==> src/design/softf_pkg.sv <==
package softf_pkg;
    localparam int VisibleLines = 240;
    localparam int LineCycles   = 341;
    localparam int TimeW        = 17;

    localparam logic OP_WRITE  = 1'b0;
    localparam logic OP_SEARCH = 1'b1;

    // sprite covers line when 0 <= line - y < height
    function automatic logic covers(input logic [7:0] line, input logic [7:0] y,
                                    input logic tall);
        logic [8:0] d;
        begin
            d = {1'b0, line} - {1'b0, y};
            covers = !d[8] && (tall ? (d[7:4] == 4'd0) : (d[7:3] == 5'd0));
        end
    endfunction
endpackage

==> src/design/softf_oam.sv <==
module softf_oam
    import softf_pkg::*;
(
    input  logic       clk,
    input  logic       we,
    input  logic [7:0] waddr,
    input  logic [7:0] wdata,
    input  logic [7:0] raddr,
    output logic [7:0] rdata
);
    logic [7:0] mem [256];

    always_ff @(posedge clk)
    begin
        if (we)
        begin
            mem[waddr] <= wdata;
        end
        rdata <= mem[raddr];
    end
endmodule

==> src/design/softf_seq.sv <==
module softf_seq
    import softf_pkg::*;
(
    input  logic             clk,
    input  logic             rst_n,
    input  logic             go,
    input  logic [7:0]       start_line,
    input  logic             tall,
    input  logic [7:0]       rdata,
    output logic [7:0]       raddr,
    output logic             busy,
    output logic             done,
    output logic             found,
    output logic [TimeW-1:0] flag_time
);
    typedef enum logic [2:0] {S_IDLE, S_COUNT, S_EVAL, S_NINTH, S_MUL} state_t;

    state_t            state_reg;
    logic [7:0]        line_reg;
    logic [8:0]        i_reg;      // byte index into sprite memory, can reach 0x100
    logic [1:0]        m_reg;
    logic [3:0]        remain_reg; // count of in-range sprites still needed
    logic              pend_reg;   // a read is in flight for the current i
    logic              done_reg;
    logic              found_reg;
    logic [TimeW-1:0]  time_reg;
    logic              tall_reg;
    logic [7:0]        raddr_next;

    assign busy      = (state_reg != S_IDLE);
    assign done      = done_reg;
    assign found     = found_reg;
    assign flag_time = time_reg;
    assign raddr     = raddr_next;

    // the count pass is folded into evaluation: a line with under 8 sprites
    // never reaches the ninth search
    always_comb
    begin
        case (state_reg)
            S_NINTH: raddr_next = i_reg[7:0] + {6'd0, m_reg};
            default: raddr_next = i_reg[7:0];
        endcase
    end

    always_ff @(posedge clk or negedge rst_n)
    begin
        if (!rst_n)
        begin
            state_reg <= S_IDLE;
            done_reg  <= 1'b0;
            found_reg <= 1'b0;
            pend_reg  <= 1'b0;
        end
        else
        begin
            done_reg <= 1'b0;
            case (state_reg)
                S_IDLE:
                begin
                    if (go)
                    begin
                        tall_reg   <= tall;
                        line_reg   <= start_line;
                        i_reg      <= 9'd0;
                        remain_reg <= 4'd8;
                        pend_reg   <= 1'b0;
                        if ({24'd0, start_line} >= VisibleLines)
                        begin
                            found_reg <= 1'b0;
                            time_reg  <= '0;
                            done_reg  <= 1'b1;
                        end
                        else
                        begin
                            state_reg <= S_EVAL;
                        end
                    end
                end
                S_EVAL:
                begin
                    if (!pend_reg)
                    begin
                        pend_reg <= 1'b1;
                    end
                    else
                    begin
                        pend_reg <= 1'b0;
                        if (covers(line_reg, rdata, tall_reg) && remain_reg == 4'd1)
                        begin
                            i_reg     <= i_reg + 9'd4;
                            m_reg     <= 2'd0;
                            state_reg <= S_NINTH;
                            if (i_reg + 9'd4 >= 9'h100)
                            begin
                                state_reg <= S_COUNT;
                            end
                        end
                        else
                        begin
                            if (covers(line_reg, rdata, tall_reg))
                            begin
                                remain_reg <= remain_reg - 4'd1;
                            end
                            i_reg <= i_reg + 9'd4;
                            if (i_reg + 9'd4 >= 9'h100)
                            begin
                                state_reg <= S_COUNT;
                            end
                        end
                    end
                end
                S_NINTH:
                begin
                    if (!pend_reg)
                    begin
                        pend_reg <= 1'b1;
                    end
                    else
                    begin
                        pend_reg <= 1'b0;
                        i_reg    <= i_reg + 9'd4;
                        m_reg    <= m_reg + 2'd1;
                        if (covers(line_reg, rdata, tall_reg))
                        begin
                            state_reg <= S_MUL;
                        end
                        else if (i_reg + 9'd4 >= 9'h100)
                        begin
                            state_reg <= S_COUNT;
                        end
                    end
                end
                S_MUL:
                begin
                    found_reg <= 1'b1;
                    time_reg  <= TimeW'({9'd0, line_reg} * 17'(LineCycles)
                                        + {9'd0, i_reg[8:1]});
                    done_reg  <= 1'b1;
                    state_reg <= S_IDLE;
                end
                S_COUNT:
                begin
                    // next line or finish not found
                    i_reg      <= 9'd0;
                    remain_reg <= 4'd8;
                    if ({24'd0, line_reg} + 32'd1 >= VisibleLines)
                    begin
                        found_reg <= 1'b0;
                        time_reg  <= '0;
                        done_reg  <= 1'b1;
                        state_reg <= S_IDLE;
                    end
                    else
                    begin
                        line_reg  <= line_reg + 8'd1;
                        state_reg <= S_EVAL;
                    end
                end
                default: state_reg <= S_IDLE;
            endcase
        end
    end
endmodule

==> src/design/sprite_overflow_time_finder_top.sv <==
// a write transfer writes sprite memory directly; a search walks scanlines with up to 64
// sprite reads and a line step each, plus a multiply state on a hit; done is registered
// throughput: writes back to back when not busy, searches one at a time, one oam read port
// reset: rst_n async active low clears control and tall_reg; sprite memory
// is filled with 0xff by a sweep over all 256 addresses during which busy is high
// results are flagged by done, high for one cycle; the receiver cannot stall
module sprite_overflow_time_finder_top
    import softf_pkg::*;
(
    input  logic             clk,
    input  logic             rst_n,
    input  logic             start,
    output logic             busy,
    input  logic             opcode,
    input  logic [7:0]       oam_addr,
    input  logic [7:0]       oam_data,
    input  logic [7:0]       start_scanline,
    input  logic             cfg_we,
    input  logic             cfg_wdata,
    output logic             done,
    output logic             overflow_found,
    output logic [TimeW-1:0] overflow_time
);
    logic       tall_reg;
    logic       clr_reg;     // clearing sweep active
    logic [7:0] clr_cnt_reg;
    logic       seq_busy;
    logic       go;
    logic       mem_we;
    logic [7:0] mem_waddr;
    logic [7:0] mem_wdata;
    logic [7:0] rd_addr;
    logic [7:0] rd_data;

    assign busy = clr_reg | seq_busy;
    assign go   = start && !busy && opcode == OP_SEARCH;

    // memory write port: clearing sweep or write transfer
    assign mem_we    = clr_reg || (start && !busy && opcode == OP_WRITE);
    assign mem_waddr = clr_reg ? clr_cnt_reg : oam_addr;
    assign mem_wdata = clr_reg ? 8'hFF : oam_data;

    always_ff @(posedge clk or negedge rst_n)
    begin
        if (!rst_n)
        begin
            tall_reg    <= 1'b0;
            clr_reg     <= 1'b1;
            clr_cnt_reg <= 8'd0;
        end
        else
        begin
            if (cfg_we)
            begin
                tall_reg <= cfg_wdata;
            end
            if (clr_reg)
            begin
                clr_cnt_reg <= clr_cnt_reg + 8'd1;
                if (clr_cnt_reg == 8'hFF)
                begin
                    clr_reg <= 1'b0;
                end
            end
        end
    end

    softf_oam u_oam (
        .clk   (clk),
        .we    (mem_we),
        .waddr (mem_waddr),
        .wdata (mem_wdata),
        .raddr (rd_addr),
        .rdata (rd_data)
    );

    softf_seq u_seq (
        .clk        (clk),
        .rst_n      (rst_n),
        .go         (go),
        .start_line (start_scanline),
        .tall       (tall_reg),
        .rdata      (rd_data),
        .raddr      (rd_addr),
        .busy       (seq_busy),
        .done       (done),
        .found      (overflow_found),
        .flag_time  (overflow_time)
    );
endmodule
==> config.mk <==
export PLATFORM = sky130hd
export DESIGN_NAME = sprite_overflow_time_finder_top
export DESIGN_NICKNAME = d
export VERILOG_FILES = /design/src/design/softf_pkg.sv /design/src/design/softf_oam.sv /design/src/design/softf_seq.sv /design/src/design/sprite_overflow_time_finder_top.sv
export SDC_FILE = /design/constraint.sdc
export NUM_CORES = 2
export LEC_CHECK = 0
export BUFFER_PORTS_ARGS = -buffer_cell sky130_fd_sc_hd__buf_2
export CAP_MARGIN = 25
export CORE_MARGIN = 1.5
export CORE_UTILIZATION = 55
export DETAILED_ROUTE_END_ITERATION = 10
export PLACE_DENSITY_LB_ADDON = 0.3
export SYNTH_ARGS = -nofsm -noshare
export SYNTH_HDL_FRONTEND = slang
export SYNTH_SLANG_ARGS = --single-unit
export TNS_END_PERCENT = 1
==> constraint.sdc <==
create_clock -name clk -period 4.59 [get_ports clk]
set_input_delay 0.2295 -clock clk [delete_from_list [all_inputs] [get_ports clk]]
set_output_delay 0.2295 -clock clk [all_outputs]
set_load 0.02 [all_outputs]
==> impl_metrics.toml <==
[grt]
gr-total-overflow = 0
grt_max_degree = 117
grt_use_total_pct = 34.97
antenna_found_initial = 13
grt_pass1_vias = 55000
grt_pass1_wl_um = 394000

[clocking]
clock_latency_ns = 0.87
cts_tree = "built"
h-tree-depth = 4
clk_pin_slew_ns = 0.06
clk_path_buf_depth = 3
clkSinkCount = 2111
clockRootBuffer = "clkbuf_16"
cts_made_buffers = 203

[power_and_ir_drop]
p_int_w = 0.03332
power_switching_share_pct = 30.46
pwr-share-clk_pct = 33.6
vdd_ir_drop_max_v = 0.0003612
p_sw_w = 0.01460
power_density_nw_per_um2 = 492.5
combinationalPowerShare_pct = 21.6
pwr-share-seq_pct = 44.7
p_leak_nw = 32.36

[timing]
skew_ns = 0.03290
worstMarginPinSlew_ns = 1.105
rsz0062_at_grt = "false"
period_needed_ns = 4.386
timing.final.crit_share_pct = 95.56
hold_viol = 0
tns_ns = 0
slew_headroom_pct = 25.75
setup_viol = 0
final_max_slew_viol_count = 0
clock.fmax_mhz = 228.0

[synthesis]
syn_nets = 5933
async_flop_share_pct = 0.7579
ys_seq_elements = 2111
syn_area_um2 = 85400
synth_top_area_share_pct = 73.38
synth_cells = 5830
synth_flop_cell = "edfxtp_1"
synth_cell_types = 89
yosys_warnings = 0
synth_area_leaders = "edfxtp_1 (73%), nor2_1 (2.4%), mux2i_1 (2.3%)"
syn_area_per_cell_um2 = 14.65
yosysTopAreaCell = "edfxtp_1"
ys_seq_area_share_pct = 74.04
synth_edf_count = 2087

[final_layout]
syn2layout_area_growth_pct = 13.93
largest_register_ffs = 2048
finalNetCount = 6282
largest-register = "u_oam.mem"
nFillCells = 10900
finalCoreUtilization_pct = 63.16
drive_gt1_share_pct = 13.94

[detailed_routing]
vias_per_cell = 6.964
drt-wirelength-per-cell_um = 33.18
ant_nets = 0
drc_errors = 0
route.vias.total = 58500
wl_um = 278700
drt_pre_antenna_iters = 9
drtIter0Drc = 9939

[setup_path]
r2r_end = "u_oam.rdata[4]"
setup.worst_path.end = "u_oam.rdata[4]"
endpoint_kind = "flip-flop"
crit_slowest_cell = "a2111oi_0"
ff2ff_setup_slack_ns = 0.20
path_max_fanout = 36
required_ns = 5.33
rr_startpoint = "u_seq.state_reg[2]"
slowest_delay_ns = 0.64
crit_start = "u_seq.state_reg[2]"
r2r_cells = 12
worstPathCellList = "nand4b_1 -> buf_12 -> buf_12 -> mux2i_1 -> o22ai_1 -> a2111oi_0 -> o21ai_0 -> buf_4 -> a221oi_1 -> a2111oi_1 -> buf_4 -> or4_1"
crit_type = "flip-flop to flip-flop"
cp.depth = 12
crit_family = "compound AO/OA/AOI/OAI gates"
worstSetupStartpointType = "flip-flop"
crit_arrival_ns = 5.13
crit_buf_inv = 4

[floorplanning]
fp.dieH_um = 397.1
die_w_um = 397.1
rows = 144
initial_core_util_pct = 55.44
io_pins = 50
core-area_um2 = 154000
dieArea_um2 = 157600

[placed_design]
port_buffers = 49
globalplace.congestion = 0.9673
hpwl_um = 169400

[min_path]
min_path_type = "primary input to flip-flop"
hold_path_depth = 2
hp-start = "oam_data[4]"

[job]
max-cap-violations = 0

[status]
status = "completed"
-- routing by layer --
layer  routed length (µm)  vias up  GRT usage (%)
li1                     -    23690              -
met1                95980    28650          46.62
met2               121700     5216          51.31
met3                43060      928          10.96
met4                17900       10          19.35
met5                  103        -              0
-- cell usage after synthesis, types with 28 or more instances --
library cell,n
buf_2,188
o22ai_1,285
a31oi_1,42
nor2_1,554
edfxtp_1,2087
o21ai_0,378
or3_1,43
a211oi_1,77
mux2i_1,193
inv_1,80
o211ai_1,59
a221oi_1,39
nand3_1,72
ha_1,56
a2111oi_0,64
a21oi_1,249
buf_4,28
nor3_1,159
o221ai_1,105
clkbuf_1,165
nand2_1,363
-- cell usage in the layout (no fill, tap or decap), types with 78 or more instances in the layout --
cell / synthesis / final
o221ai_1: 105 / 105
o22ai_1: 285 / 285
a21oi_1: 249 / 248
nor2_1: 554 / 551
mux2i_1: 193 / 193
nand2_1: 363 / 362
buf_4: 28 / 433
o21ai_0: 378 / 377
clkbuf_16: 0 / 204
nor3_1: 159 / 159
inv_1: 80 / 78
edfxtp_1: 2087 / 2087
-- cells by family (layout without fill, tap and decap cells) --
group | count (synthesis) | in the layout | synth area share (%)
mux | 216 | 216 | 2.750
simple gates | 1358 | 1358 | 7.068
other cells | 0 | 10 | 0
buf+inv | 503 | 1020 | 2.732
xor+xnor | 31 | 31 | 0.3179
fa+ha+maj | 73 | 73 | 1.219
flops | 2111 | 2111 | 74.04
compound gates | 1538 | 1538 | 11.87
-- power groups by stage --
| stage | Combinational [W] | Clock, W | Sequential, W |
|---|---|---|---|
| after floorplan | 0.00510 | 0 | 0.0218 |
| after global placement | 0.00970 | 0 | 0.0218 |
| after detailed placement | 0.00979 | 0 | 0.0218 |
| after CTS | 0.00987 | 0.0161 | 0.0214 |
| after global routing | 0.0106 | 0.0168 | 0.0214 |
| final | 0.0104 | 0.0161 | 0.0214 |
-- how the worst min path moves through the flow --
stage                              to  slack [ns]
CTS                 u_oam.mem[147][4]         0.1
detailed placement     clr_cnt_reg[7]        0.23
floorplan              clr_cnt_reg[0]       -0.07
global placement       clr_cnt_reg[7]        0.22
finish              u_oam.mem[153][4]        0.14
global route        u_oam.mem[147][4]        0.13
-- what timing repair did --
item / CTS / global route
hold endpoints to repair: 39 / 0
resized for setup: 0 / 3
setup buffers: 0 / 0
setup endpoints to repair: 0 / 2
hold buffers: 18 / 0
-- cell type report --
cell class	count	area [µm²]	area share, %
timing repair buffer	564	4932	5.069
sequential	2111	63230	64.99
multi-input combinational	3216	19970	20.53
antenna	10	25.02	0.02572
inverter	83	312.8	0.3215
tap	2044	2557	2.628
clock buffer	264	5350	5.499
clock inverter	109	918.4	0.9439
-- worst reg2reg max path: stages, from the launching register on --
cell	delay [ns]
dfrtp_1	0.53
nand4b_1	0.54
buf_12	0.34
buf_12	0.29
mux2i_1	0.21
o22ai_1	0.09
a2111oi_0	0.64
o21ai_0	0.31
buf_4	0.22
a221oi_1	0.35
a2111oi_1	0.09
buf_4	0.19
or4_1	0.47
-- through the flow --
stage                     hold WS (ns)  cell area [µm²]  std cells  power (W)  setup WS [ns]
after global routing            0.1328            97280       8391    0.04884        0.01523
after detailed placement        0.2271            90810       7999    0.03163         0.1152
after CTS                      0.09712            97250       8390    0.04737        0.07354
after floorplan               -0.06609            85400       5830    0.02691         0.4865
final                           0.1356            97300       8401    0.04792         0.2038
after global placement          0.2198            90760       7996    0.03153         0.1317
Note: power is estimated with default switching activity, not from simulation.
